<file path="src/design/fsgarb_pkg.sv">
`default_nettype none

package fsgarb_pkg;

  // What one input item asks for.
  typedef enum logic {
    ACT_REQUEST = 1'b0,
    ACT_RELEASE = 1'b1
  } action_e;

  typedef enum logic {
    RES_GRANT  = 1'b0,
    RES_REJECT = 1'b1
  } result_kind_e;

  // Class that currently holds the resource.
  typedef enum logic [1:0] {
    HOLD_WHITE = 2'd0,
    HOLD_BLACK = 2'd1,
    HOLD_IDLE  = 2'd2
  } hold_e;

  typedef enum logic [1:0] {
    BK_IDLE,
    BK_EXEC,
    BK_READ,
    BK_GRANT
  } back_state_e;

  // Classified command passed from the front to the back.
  typedef struct packed {
    action_e action;
    logic    req_type;
  } cmd_t;

  localparam int unsigned MaxResults  = 16;
  localparam int unsigned ResCntWidth = 5;
  localparam int unsigned ActiveWidth = 8;
  localparam logic [ActiveWidth-1:0] ActiveMax = 8'hFF;

endpackage

`default_nettype wire

</file>
<file path="src/design/fsgarb_req_if.sv">
`default_nettype none

interface fsgarb_req_if #(
  parameter int unsigned ID_WIDTH = 8
);
  logic                valid;
  logic                ready;
  logic                action;
  logic [ID_WIDTH-1:0] requester_id;
  logic                req_type;

  modport source (output valid, output action, output requester_id, output req_type,
                  input ready);
  modport sink (input valid, input action, input requester_id, input req_type,
                output ready);
endinterface

`default_nettype wire

</file>
<file path="src/design/fsgarb_res_if.sv">
`default_nettype none

interface fsgarb_res_if #(
  parameter int unsigned ID_WIDTH = 8
);
  logic                valid;
  logic                ready;
  logic                result_kind;
  logic [ID_WIDTH-1:0] granted_id;
  logic                granted_type;
  logic                last_result;

  modport source (output valid, output result_kind, output granted_id,
                  output granted_type, output last_result, input ready);
  modport sink (input valid, input result_kind, input granted_id,
                input granted_type, input last_result, output ready);
endinterface

`default_nettype wire

</file>
<file path="src/design/fifo_same_type_group_arbiter.sv">
// Same-class group arbiter with strict FIFO order.
// item_i carries one request per handshake: action 0 queues requester_id with
// its class req_type, action 1 ends one active use of the resource.
// result_o carries grants and rejects in order; last_result marks the final
// result caused by an item, and an item may cause no result at all.
// Items land in a two-entry command queue, so item_i stays ready while the
// grant sequencer works or the receiver stalls, until both entries are taken.
// The sequencer takes one command at a time: pop, execute, head read, grant
// decision, and an item that causes no result still passes through all four.
// Each grant adds another head read of the wait queue memory and decision.
// A stalled receiver holds the output register and the pending result; the
// sequencer waits and no result is lost.
// Reset clears the pointers, counts and holding class; the resource starts idle.
// The wait queue memory is not cleared: entries are read only after written.
`default_nettype none

module fifo_same_type_group_arbiter #(
  parameter int unsigned QUEUE_DEPTH = 16,
  parameter int unsigned ID_WIDTH    = 8
) (
  input  wire logic    clk_i,
  input  wire logic    rst_ni,
  fsgarb_req_if.sink   item_i,
  fsgarb_res_if.source result_o
);

  logic                cmd_valid;
  fsgarb_pkg::cmd_t    cmd;
  logic [ID_WIDTH-1:0] cmd_id;
  logic                cmd_pop;

  fsgarb_front #(
    .ID_WIDTH (ID_WIDTH)
  ) u_front (
    .clk_i       (clk_i),
    .rst_ni      (rst_ni),
    .item_i      (item_i),
    .cmd_valid_o (cmd_valid),
    .cmd_o       (cmd),
    .cmd_id_o    (cmd_id),
    .cmd_pop_i   (cmd_pop)
  );

  fsgarb_back #(
    .QUEUE_DEPTH (QUEUE_DEPTH),
    .ID_WIDTH    (ID_WIDTH)
  ) u_back (
    .clk_i       (clk_i),
    .rst_ni      (rst_ni),
    .cmd_valid_i (cmd_valid),
    .cmd_i       (cmd),
    .cmd_id_i    (cmd_id),
    .cmd_pop_o   (cmd_pop),
    .result_o    (result_o)
  );

endmodule

`default_nettype wire

</file>
<file path="src/design/fsgarb_front.sv">
`default_nettype none

module fsgarb_front #(
  parameter int unsigned ID_WIDTH = 8
) (
  input  wire logic            clk_i,
  input  wire logic            rst_ni,
  fsgarb_req_if.sink           item_i,
  output logic                 cmd_valid_o,
  output fsgarb_pkg::cmd_t     cmd_o,
  output logic [ID_WIDTH-1:0]  cmd_id_o,
  input  wire logic            cmd_pop_i
);

  fsgarb_pkg::cmd_t    slot_cmd_q [2];
  logic [ID_WIDTH-1:0] slot_id_q  [2];
  logic                wr_ptr_q, wr_ptr_d;
  logic                rd_ptr_q, rd_ptr_d;
  logic [1:0]          fill_q, fill_d;
  logic                push, pop;
  fsgarb_pkg::cmd_t    cmd_new;

  // A release carries no class, so its class bit is cleared.
  always_comb begin
    cmd_new.action   = fsgarb_pkg::action_e'(item_i.action);
    cmd_new.req_type = (cmd_new.action == fsgarb_pkg::ACT_REQUEST) ? item_i.req_type : 1'b0;
  end

  assign item_i.ready = (fill_q != 2'd2);
  assign push         = item_i.valid && item_i.ready;
  assign pop          = cmd_pop_i && (fill_q != 2'd0);

  always_comb begin
    wr_ptr_d = push ? ~wr_ptr_q : wr_ptr_q;
    rd_ptr_d = pop ? ~rd_ptr_q : rd_ptr_q;
    fill_d   = fill_q + {1'b0, push} - {1'b0, pop};
  end

  always_ff @(posedge clk_i or negedge rst_ni) begin
    if (!rst_ni) begin
      wr_ptr_q <= 1'b0;
      rd_ptr_q <= 1'b0;
      fill_q   <= 2'd0;
    end else begin
      wr_ptr_q <= wr_ptr_d;
      rd_ptr_q <= rd_ptr_d;
      fill_q   <= fill_d;
    end
  end

  always_ff @(posedge clk_i) begin
    if (push) begin
      slot_cmd_q[wr_ptr_q] <= cmd_new;
      slot_id_q[wr_ptr_q]  <= item_i.requester_id;
    end
  end

  assign cmd_valid_o = (fill_q != 2'd0);
  assign cmd_o       = slot_cmd_q[rd_ptr_q];
  assign cmd_id_o    = slot_id_q[rd_ptr_q];

endmodule

`default_nettype wire

</file>
<file path="src/design/fsgarb_back.sv">
`default_nettype none

module fsgarb_back #(
  parameter int unsigned QUEUE_DEPTH = 16,
  parameter int unsigned ID_WIDTH    = 8
) (
  input  wire logic                 clk_i,
  input  wire logic                 rst_ni,
  input  wire logic                 cmd_valid_i,
  input  wire fsgarb_pkg::cmd_t     cmd_i,
  input  wire logic [ID_WIDTH-1:0]  cmd_id_i,
  output logic                      cmd_pop_o,
  fsgarb_res_if.source              result_o
);

  localparam int unsigned PtrW = $clog2(QUEUE_DEPTH);
  localparam int unsigned CntW = $clog2(QUEUE_DEPTH + 1);
  localparam int unsigned EntW = ID_WIDTH + 1;

  fsgarb_pkg::back_state_e state_q, state_d;
  fsgarb_pkg::hold_e       hold_q, hold_d;
  logic [PtrW-1:0]         head_q, head_d;
  logic [PtrW-1:0]         tail_q, tail_d;
  logic [CntW-1:0]         count_q, count_d;
  logic [fsgarb_pkg::ActiveWidth-1:0] active_q, active_d;
  logic [fsgarb_pkg::ResCntWidth-1:0] n_q, n_d;

  fsgarb_pkg::cmd_t        cmd_q, cmd_d;
  logic [ID_WIDTH-1:0]     cmd_id_q, cmd_id_d;

  logic                     pend_valid_q, pend_valid_d;
  fsgarb_pkg::result_kind_e pend_kind_q, pend_kind_d;
  logic [ID_WIDTH-1:0]      pend_id_q, pend_id_d;
  logic                     pend_type_q, pend_type_d;

  logic                     out_valid_q, out_valid_d;
  fsgarb_pkg::result_kind_e out_kind_q, out_kind_d;
  logic [ID_WIDTH-1:0]      out_id_q, out_id_d;
  logic                     out_type_q, out_type_d;
  logic                     out_last_q, out_last_d;

  logic [EntW-1:0]         mem [QUEUE_DEPTH];
  logic [EntW-1:0]         rd_q;
  logic                    wr_en;
  logic                    head_type;
  logic                    can_grant;
  logic                    out_free;
  logic                    flush, flush_last;

  function automatic logic [PtrW-1:0] ptr_inc(input logic [PtrW-1:0] p);
    return (p == PtrW'(QUEUE_DEPTH - 1)) ? '0 : p + 1'b1;
  endfunction

  assign head_type = rd_q[ID_WIDTH];
  assign out_free  = !out_valid_q || result_o.ready;

  assign can_grant = (n_q < fsgarb_pkg::ResCntWidth'(fsgarb_pkg::MaxResults))
                  && (count_q != '0)
                  && (active_q != fsgarb_pkg::ActiveMax)
                  && ((hold_q == fsgarb_pkg::HOLD_IDLE)
                      || (hold_q == fsgarb_pkg::hold_e'({1'b0, head_type})));

  // Each result waits in the pending register until the next grant decision
  // tells whether it is the last one of its item.
  always_comb begin
    state_d      = state_q;
    hold_d       = hold_q;
    head_d       = head_q;
    tail_d       = tail_q;
    count_d      = count_q;
    active_d     = active_q;
    n_d          = n_q;
    cmd_d        = cmd_q;
    cmd_id_d     = cmd_id_q;
    pend_valid_d = pend_valid_q;
    pend_kind_d  = pend_kind_q;
    pend_id_d    = pend_id_q;
    pend_type_d  = pend_type_q;
    cmd_pop_o    = 1'b0;
    wr_en        = 1'b0;
    flush        = 1'b0;
    flush_last   = 1'b0;

    unique case (state_q)
      fsgarb_pkg::BK_IDLE: begin
        if (cmd_valid_i) begin
          cmd_pop_o = 1'b1;
          cmd_d     = cmd_i;
          cmd_id_d  = cmd_id_i;
          n_d       = '0;
          state_d   = fsgarb_pkg::BK_EXEC;
        end
      end
      fsgarb_pkg::BK_EXEC: begin
        if (cmd_q.action == fsgarb_pkg::ACT_REQUEST) begin
          if (count_q == CntW'(QUEUE_DEPTH)) begin
            pend_valid_d = 1'b1;
            pend_kind_d  = fsgarb_pkg::RES_REJECT;
            pend_id_d    = cmd_id_q;
            pend_type_d  = cmd_q.req_type;
            n_d          = fsgarb_pkg::ResCntWidth'(1);
          end else begin
            wr_en   = 1'b1;
            tail_d  = ptr_inc(tail_q);
            count_d = count_q + 1'b1;
          end
        end else if (active_q != '0) begin
          active_d = active_q - 1'b1;
          if (active_q == fsgarb_pkg::ActiveWidth'(1)) begin
            hold_d = fsgarb_pkg::HOLD_IDLE;
          end
        end
        state_d = fsgarb_pkg::BK_READ;
      end
      fsgarb_pkg::BK_READ: begin
        state_d = fsgarb_pkg::BK_GRANT;
      end
      fsgarb_pkg::BK_GRANT: begin
        if (can_grant) begin
          if (!pend_valid_q || out_free) begin
            flush        = pend_valid_q;
            pend_valid_d = 1'b1;
            pend_kind_d  = fsgarb_pkg::RES_GRANT;
            pend_id_d    = rd_q[ID_WIDTH-1:0];
            pend_type_d  = head_type;
            hold_d       = fsgarb_pkg::hold_e'({1'b0, head_type});
            active_d     = active_q + 1'b1;
            head_d       = ptr_inc(head_q);
            count_d      = count_q - 1'b1;
            n_d          = n_q + 1'b1;
            state_d      = fsgarb_pkg::BK_READ;
          end
        end else if (!pend_valid_q) begin
          state_d = fsgarb_pkg::BK_IDLE;
        end else if (out_free) begin
          flush        = 1'b1;
          flush_last   = 1'b1;
          pend_valid_d = 1'b0;
          state_d      = fsgarb_pkg::BK_IDLE;
        end
      end
    endcase

    out_valid_d = out_valid_q;
    out_kind_d  = out_kind_q;
    out_id_d    = out_id_q;
    out_type_d  = out_type_q;
    out_last_d  = out_last_q;
    if (flush) begin
      out_valid_d = 1'b1;
      out_kind_d  = pend_kind_q;
      out_id_d    = pend_id_q;
      out_type_d  = pend_type_q;
      out_last_d  = flush_last;
    end else if (result_o.ready) begin
      out_valid_d = 1'b0;
    end
  end

  always_ff @(posedge clk_i or negedge rst_ni) begin
    if (!rst_ni) begin
      state_q      <= fsgarb_pkg::BK_IDLE;
      hold_q       <= fsgarb_pkg::HOLD_IDLE;
      head_q       <= '0;
      tail_q       <= '0;
      count_q      <= '0;
      active_q     <= '0;
      n_q          <= '0;
      pend_valid_q <= 1'b0;
      out_valid_q  <= 1'b0;
    end else begin
      state_q      <= state_d;
      hold_q       <= hold_d;
      head_q       <= head_d;
      tail_q       <= tail_d;
      count_q      <= count_d;
      active_q     <= active_d;
      n_q          <= n_d;
      pend_valid_q <= pend_valid_d;
      out_valid_q  <= out_valid_d;
    end
  end

  always_ff @(posedge clk_i) begin
    cmd_q       <= cmd_d;
    cmd_id_q    <= cmd_id_d;
    pend_kind_q <= pend_kind_d;
    pend_id_q   <= pend_id_d;
    pend_type_q <= pend_type_d;
    out_kind_q  <= out_kind_d;
    out_id_q    <= out_id_d;
    out_type_q  <= out_type_d;
    out_last_q  <= out_last_d;
  end

  // Wait queue storage. The head is read every cycle, so a write made in the
  // execute step is visible by the time the grant step looks at the head.
  always_ff @(posedge clk_i) begin
    if (wr_en) begin
      mem[tail_q] <= {cmd_q.req_type, cmd_id_q};
    end
    rd_q <= mem[head_q];
  end

  assign result_o.valid        = out_valid_q;
  assign result_o.result_kind  = out_kind_q;
  assign result_o.granted_id   = out_id_q;
  assign result_o.granted_type = out_type_q;
  assign result_o.last_result  = out_last_q;

endmodule

`default_nettype wire

</file>
<file path="src/flat_wrapper.sv">
// flat-port wrapper written by rule: the top's interface ports become plain ports
module fifo_same_type_group_arbiter_flat 
#(
  parameter int unsigned QUEUE_DEPTH = 16,
  parameter int unsigned ID_WIDTH    = 8
)
  (clk_i, rst_ni, item_i_valid, item_i_action, item_i_requester_id, item_i_req_type, item_i_ready, result_o_valid, result_o_result_kind, result_o_granted_id, result_o_granted_type, result_o_last_result, result_o_ready);
  fsgarb_req_if #(.ID_WIDTH(ID_WIDTH)) item_i_i ();
  fsgarb_res_if #(.ID_WIDTH(ID_WIDTH)) result_o_i ();
  input  wire logic clk_i;
  input  wire logic rst_ni;
  input wire logic [$bits(item_i_i.valid)-1:0] item_i_valid;
  input wire logic [$bits(item_i_i.action)-1:0] item_i_action;
  input wire logic [$bits(item_i_i.requester_id)-1:0] item_i_requester_id;
  input wire logic [$bits(item_i_i.req_type)-1:0] item_i_req_type;
  output wire logic [$bits(item_i_i.ready)-1:0] item_i_ready;
  output wire logic [$bits(result_o_i.valid)-1:0] result_o_valid;
  output wire logic [$bits(result_o_i.result_kind)-1:0] result_o_result_kind;
  output wire logic [$bits(result_o_i.granted_id)-1:0] result_o_granted_id;
  output wire logic [$bits(result_o_i.granted_type)-1:0] result_o_granted_type;
  output wire logic [$bits(result_o_i.last_result)-1:0] result_o_last_result;
  input wire logic [$bits(result_o_i.ready)-1:0] result_o_ready;
  assign item_i_i.valid = item_i_valid;
  assign item_i_i.action = item_i_action;
  assign item_i_i.requester_id = item_i_requester_id;
  assign item_i_i.req_type = item_i_req_type;
  assign item_i_ready = item_i_i.ready;
  assign result_o_valid = result_o_i.valid;
  assign result_o_result_kind = result_o_i.result_kind;
  assign result_o_granted_id = result_o_i.granted_id;
  assign result_o_granted_type = result_o_i.granted_type;
  assign result_o_last_result = result_o_i.last_result;
  assign result_o_i.ready = result_o_ready;
  fifo_same_type_group_arbiter #(.QUEUE_DEPTH(QUEUE_DEPTH), .ID_WIDTH(ID_WIDTH)) u_core (.clk_i(clk_i), .rst_ni(rst_ni), .item_i(item_i_i), .result_o(result_o_i));
endmodule
</file>
<file path="config.mk">
export PLATFORM = sky130hd
export DESIGN_NAME = fifo_same_type_group_arbiter_flat
export DESIGN_NICKNAME = d
export VERILOG_FILES = /design/src/design/fsgarb_pkg.sv /design/src/design/fsgarb_req_if.sv /design/src/design/fsgarb_res_if.sv /design/src/design/fifo_same_type_group_arbiter.sv /design/src/design/fsgarb_front.sv /design/src/design/fsgarb_back.sv /design/src/flat_wrapper.sv
export SDC_FILE = /design/constraint.sdc
export NUM_CORES = 1
export LEC_CHECK = 0
export CAP_MARGIN = 20
export CORE_ASPECT_RATIO = 1.25
export CORE_UTILIZATION = 60
export CTS_CLUSTER_SIZE = 28
export DETAILED_ROUTE_END_ITERATION = 8
export DONT_BUFFER_PORTS = 1
export GPL_ROUTABILITY_DRIVEN = 0
export HOLD_SLACK_MARGIN = 0.05
export MAX_ROUTING_LAYER = met4
export PLACE_DENSITY = 0.86
export SLEW_MARGIN = 20
export SYNTH_ARGS = -nofsm -noshare
export SYNTH_HDL_FRONTEND = slang
export SYNTH_SLANG_ARGS = --single-unit
</file>
<file path="constraint.sdc">
create_clock -name clk_i -period 3.15 [get_ports clk_i]
set_clock_uncertainty 0.1 [all_clocks]
set_input_delay 0.1575 -clock clk_i [delete_from_list [all_inputs] [get_ports clk_i]]
set_output_delay 0.1575 -clock clk_i [all_outputs]
set_load 0.05 [all_outputs]
</file>
After elaboration in Yosys (flattened, before gate mapping):

Memory sizes are Yosys's and may differ from the RTL's. A register that Yosys moved wholly into a read port is not among the register bits.
Cells that the tools add are included.

* add/sub/neg operators: 9
* order comparisons: 1
* equal/unequal tests: 22
* muxes and demuxes: 67
* bitwise logic cells: 5
* reduce and logical (&&, ||, !) cells: 28

Operators with widths (number)
* 8-bit 2-to-1 mux: 8
* 5-bit 2-to-1 mux: 9
* 8-bit one-hot mux with 2 select lines: 2
* 1-bit 2-to-1 mux: 29
* 2-bit 2-to-1 mux: 10
* 2-bit != test (second input constant): 9
* 5-bit one-hot mux with 3 select lines: 1
* 5-bit AND reduction: 3
* 6-bit AND reduction: 2
* 5-bit by 1-bit adder with 5-bit output (second input constant): 2
* 5-bit one-hot mux with 2 select lines: 1
* 3-bit AND reduction: 3
* 4-bit by 1-bit adder with 4-bit output (second input constant): 2
* 8-bit by 1-bit adder with 8-bit output (second input constant): 1
* 4-bit equality test (second input constant): 2
* 8-bit by 1-bit equality test with 1-bit output (second input constant): 1
* 4-bit 2-to-1 mux: 2
* 8-bit != test (second input constant): 1
* 2-bit one-hot mux with 4 select lines: 1
* 8-bit nonzero test: 1
* 8-bit by 1-bit subtractor with 8-bit output (second input constant): 1
* 2-bit equality test (second input constant): 3
* 1-bit one-hot mux with 2 select lines: 3
* 2-bit nonzero test: 3
* other kinds (21): 32

* register bits after elaboration: 57
* RAM bits: 164
* input bits: 14
* logic and storage cells: 154
* memories kept: 3

Memories
* u_core.u_back.mem: words 16, width 9, read ports 1, clocked after Yosys merged registers in 1, wr ports 1, line fsgarb_back.sv:42 `logic [EntW-1:0] mem [QUEUE_DEPTH];`
* u_core.u_front.slot_id_q: words 2, width 8, read ports 1, clocked after Yosys merged registers in 1, wr ports 1, line fsgarb_front.sv:16 `logic [ID_WIDTH-1:0] slot_id_q [2];`
* u_core.u_front.slot_cmd_q: words 2, width 2, read ports 1, clocked after Yosys merged registers in 1, wr ports 1, line fsgarb_front.sv:15 `fsgarb_pkg::cmd_t slot_cmd_q [2];`

Logic depth before layout (Yosys ltp):

* word-level depth: 7
* mapped depth: 8

Cells and area by module:

A second synthesis with hierarchy kept.

* cells, all modules: 585
* area total of the unflattened synthesis: 9939.5 um2

By module, submodules not included
* fsgarb_back: times used 1, cells each 536, area an instance 9016.1 um2
* fsgarb_front: times used 1, cells each 49, area an instance 923.4 um2

Worst setup path after synthesis:

Ideal clock, no wire load.

* kind: register to register
* from: reg u_core.u_back.state_q[1]
* to: reg u_core.u_back.out_id_q[0] (netlist: u_core.u_back.result_o.granted_id[0]) (enable)
* library setup time: 378 ps
* arrival: 1919 ps
* required time: 2672 ps
* path slack: 753 ps
* cell stages (with the launch flop): 6
* path buffers: 2
* cells stage by stage: dfrtp_1 ha_1 clkbuf_1 buf_1 nand2_1 nor2_1

* cells in the longest elaborated chain, start to end: 2

RTL lines
* from (decl): line fsgarb_back.sv:20 `fsgarb_pkg::back_state_e state_q, state_d;`
* from (signal assigned): line fsgarb_back.sv:162 `state_q <= fsgarb_pkg::BK_IDLE;`
* from (signal assigned): line fsgarb_back.sv:172 `state_q <= state_d;`
* 2-bit equality test: line fsgarb_back.sv:84 `unique case (state_q)`
* 1-bit 2-to-1 mux: line fsgarb_back.sv:84
* net u_core.u_back.flush: line fsgarb_back.sv:48 `logic flush, flush_last;`
* to (signal assigned): line fsgarb_back.sv:191 `out_id_q <= out_id_d;`
* to (decl): line fsgarb_back.sv:38 `logic [ID_WIDTH-1:0] out_id_q, out_id_d;`

The timed path passes the listed nets, and every way through them passes these cells.
A chain may end at the register's enable or synchronous reset.

Worst setup path in the final report:

* from: reg u_core.u_back.state_q[1]
* to: mem u_core.u_back.mem[10][4] in the netlist's numbering (enable)

* cells in the longest elaborated chain, start to end: 4

RTL lines
* 2-bit by 1-bit equality test with 1-bit output: line fsgarb_back.sv:84
* 1-bit 2-to-1 mux: line fsgarb_back.sv:84
* 1-bit 2-to-1 mux: line fsgarb_back.sv:199 `if (wr_en) begin`
* 1-bit 2-to-1 mux (implied by the code): line fsgarb_back.sv:200 `mem[tail_q] <= {cmd_q.req_type, cmd_id_q};`
* to (decl): line fsgarb_back.sv:42

No other way between the ends.

==> results.tsv <==
stage	metric	value	unit
route	final routed wire length divided by cell count	23.9	um
route	routed via count	5429	
yosys	commonest cells in the synthesized netlist	195 x sky130_fd_sc_hd__edfxtp_1, 43 x sky130_fd_sc_hd__mux2_2, 35 x sky130_fd_sc_hd__dfrtp_1	
yosys	flip-flop and latch count after synthesis	240	
cts	CTS clk-pin slew, worst paths	70	ps
global_routing	busiest metal layer after global routing	met2	
sta	number of slew-limit violations in the final report	0	
setup_path	WS Path Type	reg2reg	
route	detailed-routing iteration count for the pre-antenna-repair pass	5	
floorplan	top-level I/O count	27	
pwr	Pwr per Cell Area	1020	nW/um^2
yosys	sequential cell area fraction in the yosys report	70.2	%
cts	Clock Sink Count	240	
sta	final period demand of the worst path	2750	ps
cts	total clock buffers created by CTS	22	
pwr	clock network fraction of design power	24.5	%
yosys	most used standard cell by instance count after synthesis	sky130_fd_sc_hd__edfxtp_1	
pwr	sequential group share of total power	46.8	%
setup_path	capturing element type of the critical path	register	
setup_path	worst setup slack for register-to-register paths	400	ps
sta	summed negative setup slack over all endpoints	0	ps
pwr	Sw Ratio	34.0	%
run_status	status	finished clean	
global_routing	met2 usage	41.7	%
placement	final HPWL from detailed placement	12700	um
route	antenna-violating nets left	0	
global_routing	number of global-route vias before repair	5582	
setup_path	worst path arrival time	2800	ps
cells_and_area	diode count	0	
sta	Fin. Hold Viols	0	
floorplan	initial cell density of the core	61.2	%
route	vias per inst	6.41	
yosys	Syn Inst Count	587	
floorplan	number of cell rows	52	
yosys	number of library cell types mapped by synthesis	61	
yosys	count of yosys warnings during synthesis	0	
global_routing	global-route wire length before repair	31500	um
min_path	Tightest Hold Check Type	in2async	
setup_path	required time at the worst-slack endpoint	3200	ps
global_routing	met3 GRT Util	4.54	%
floorplan	width of the die	117	um
placement	Placed Instance Area	10100	um^2
sta	Max-Slew Margin vs Limit	48.4	%
setup_path	critical path peak fanout	9	
cells_and_area	final instance area	11100	um^2
cts	H-tree depth	1	
cts	number of buffers on the longest clock path	3	
cts	insertion delay of the later-clocked pin in the worst-skew pair	520	ps
pwr	combinational group share of total power	28.7	%
cells_and_area	Area Growth Syn to Fin	11.8	%
route	Post-route DRC	0	
yosys	fraction of registers with async set or reset after synthesis	15.0	%
yosys	total standard cell area after synthesis	9880	um^2
route	routed wire length	20300	um
floorplan	total core area	16100	um^2
route	DRC marker count from the first detailed-route iteration	446	
global_routing	total congestion overflow after global routing	0	
flow_run	maximum capacitance violations	0	
cells_and_area	number of nets at the end of the flow	650	
pwr	Cell Int Power	0.00743	W
pwr	NetSw	0.00382	W
global_routing	overall fraction of global-route tracks in use	26.1	%
yosys	Post-synth EDFFs	195	
global_routing	antenna violations before repair	0	
sta	pin slew with the least headroom to its limit	774	ps
yosys	most frequently used flop master after synthesis	sky130_fd_sc_hd__edfxtp_1	
pwr	highest ir drop seen on vdd	627	uV
sta	number of setup violations in the final report	0	
cells_and_area	multi-input combinational cell area	2790	um^2
sta	final cycle utilization of the critical path	87.4	%
global_routing	largest net degree at the start of global routing	36	
cts	cell at the root of the clock tree	sky130_fd_sc_hd__clkbuf_16	
sta	Max Clk Rate	363	MHz
cells_and_area	layout cells sized above 1	21.2	%
cts	Post-CTS Repair Setup Buffers	0	
floorplan	DIE AREA	17000	um^2
yosys	cell accounting for the most synthesized area	sky130_fd_sc_hd__edfxtp_1	
placement	Post-Place Worst Slack	331	ps
setup_path	crit path launch type	register	
pwr	Leak	3.85	nW
floorplan	die height	145	um
cts	TritonCTS clock tree	done	
yosys	area share of the largest cell type after synthesis	59.3	%
sta	RSZ-0062 raised after global routing	false	
cells_and_area	number of fillers in the final layout	1022	
yosys	Net Count, Synth	622	
yosys	synthesized area divided by synthesized cell count	16.8	um^2
yosys	dominant cells by area after synthesis	sky130_fd_sc_hd__edfxtp_1 59%, sky130_fd_sc_hd__dfrtp_1 8.9%, sky130_fd_sc_hd__mux4_2 6.2%, sky130_fd_sc_hd__mux2_2 4.9%, sky130_fd_sc_hd__ha_1 2.5%	
placement	I/O Buffers	0	
sta	final critical-path setup slack	397	ps
cells_and_area	Sequential cell area	6940	um^2
global_routing	met1 Use GR	31.6	%
==> layer usage <==
metal  routed length, um  vias up
met1                7330     2691
met5                   0        -
met2               10300      314
met4                1140        0
met3                1460       92
li1                    -     2332
==> path summary, 6_finish.rpt <==
check                                      startpoint                                   end  cells after the start
max                          u_core.u_back.state_q[1]              u_core.u_back.mem[10][4]                      6
min in group clk_i             item_i_requester_id[6]        u_core.u_front.slot_id_q[1][6]                      1
min reg2reg                u_core.u_back.pend_id_q[1]  u_core.u_back.result_o.granted_id[1]                      0
min                                            rst_ni               u_core.u_back.hold_q[1]                      2
max reg2reg                  u_core.u_back.state_q[1]              u_core.u_back.mem[10][4]                      6
max in group asynchronous                      rst_ni               u_core.u_back.head_q[0]                      3
==> power by group through the flow <==
stage | clock (W) | combinational, W | sequential [W]
after floorplan | 0 | 0.00254 | 0.00488
after global placement | 0 | 0.00293 | 0.00524
after detailed placement | 0 | 0.00307 | 0.00531
after CTS | 0.00277 | 0.00318 | 0.00526
after global routing | 0.00289 | 0.00345 | 0.00535
final | 0.00275 | 0.00323 | 0.00526
==> area by class of cell <==
| cell class | instances | share of cell area [%] |
|---|---|---|
| flip-flops and latches | 240 | 62.8 |
| multi-input cells | 313 | 25.3 |
| clock buffers | 23 | 5.02 |
| well taps | 216 | 2.45 |
| repair buffers | 25 | 2.22 |
| clock inverters | 17 | 1.81 |
| inverters | 13 | 0.442 |
==> critical path, cell delays in order, from the launching register on <==
cell,delay [ps]
sky130_fd_sc_hd__dfrtp_1,430
sky130_fd_sc_hd__inv_1,130
sky130_fd_sc_hd__ha_1,360
sky130_fd_sc_hd__nor2b_1,220
sky130_fd_sc_hd__nand2_1,250
sky130_fd_sc_hd__nor3b_1,450
sky130_fd_sc_hd__and2_1,450
==> kinds of logic after synthesis <==
logic type               Yosys count  share of synthesized area [%]
AO/OA/AOI/OAI                     70                           5.23
multiplexers                      73                           11.4
AND/OR/NAND/NOR                  130                           7.22
buffers and inverters             34                           1.57
flip-flops                       240                           70.2
XOR/XNOR                          19                           1.68
adder cells (fa/ha/maj)           21                           2.73
==> registers in the layout, indices dropped and copies added (netlist names), 4 cells and up <==
register                           count
u_core.u_back.mem                    144
u_core.u_front.slot_id_q              16
u_core.u_back.rd_q                     9
u_core.u_back.active_q                 8
u_core.u_back.cmd_id_q                 8
u_core.u_back.pend_id_q                8
u_core.u_back.result_o.granted_id      8
u_core.u_back.count_q                  5
u_core.u_back.n_q                      5
u_core.u_back.head_q                   4
u_core.u_back.tail_q                   4
u_core.u_front.slot_cmd_q              4
==> through the flow <==
| stage | utilization (%) | instances | power [W] | hold slack (ps) |
|---|---|---|---|---|
| after floorplan | - | 587 | 0.00742 | -238 |
| after global placement | 62.7 | 792 | 0.00817 | -237 |
| after detailed placement | 62.7 | 792 | 0.00838 | -238 |
| after CTS | 68.5 | 847 | 0.0112 | 103 |
| after global routing | 68.5 | 847 | 0.0117 | 111 |
| final | 68.5 | 847 | 0.0112 | 110 |
==> layout by cell type (no fill, tap or decap), drive strengths merged, types with 5 or more instances in the layout <==
cell type / netlist / routed
nand3: 15 / 15
a21o: 11 / 11
dfrtp: 35 / 35
and2: 18 / 18
dfxtp: 9 / 9
nand2: 33 / 33
inv: 13 / 13
nor2: 21 / 21
clkbuf: 11 / 23
dlygate4sd3: 0 / 13
nor2b: 13 / 13
mux2: 43 / 43
nand2b: 5 / 5
clkinv: 0 / 10
buf: 10 / 12
a21oi: 9 / 9
xnor2: 17 / 17
o21ai: 11 / 11
mux4: 27 / 27
ha: 20 / 20
edfxtp: 195 / 195
o22ai: 10 / 10
a221o: 7 / 7
==> timing repair <==
action | in CTS | in global routing
endpoints found under the setup margin | 0 | 27
endpoints found under the hold margin | 78 | 0
gates resized for setup | 0 | 1
hold buffers | 15 | 0
(Power assumes the default switching activity.)
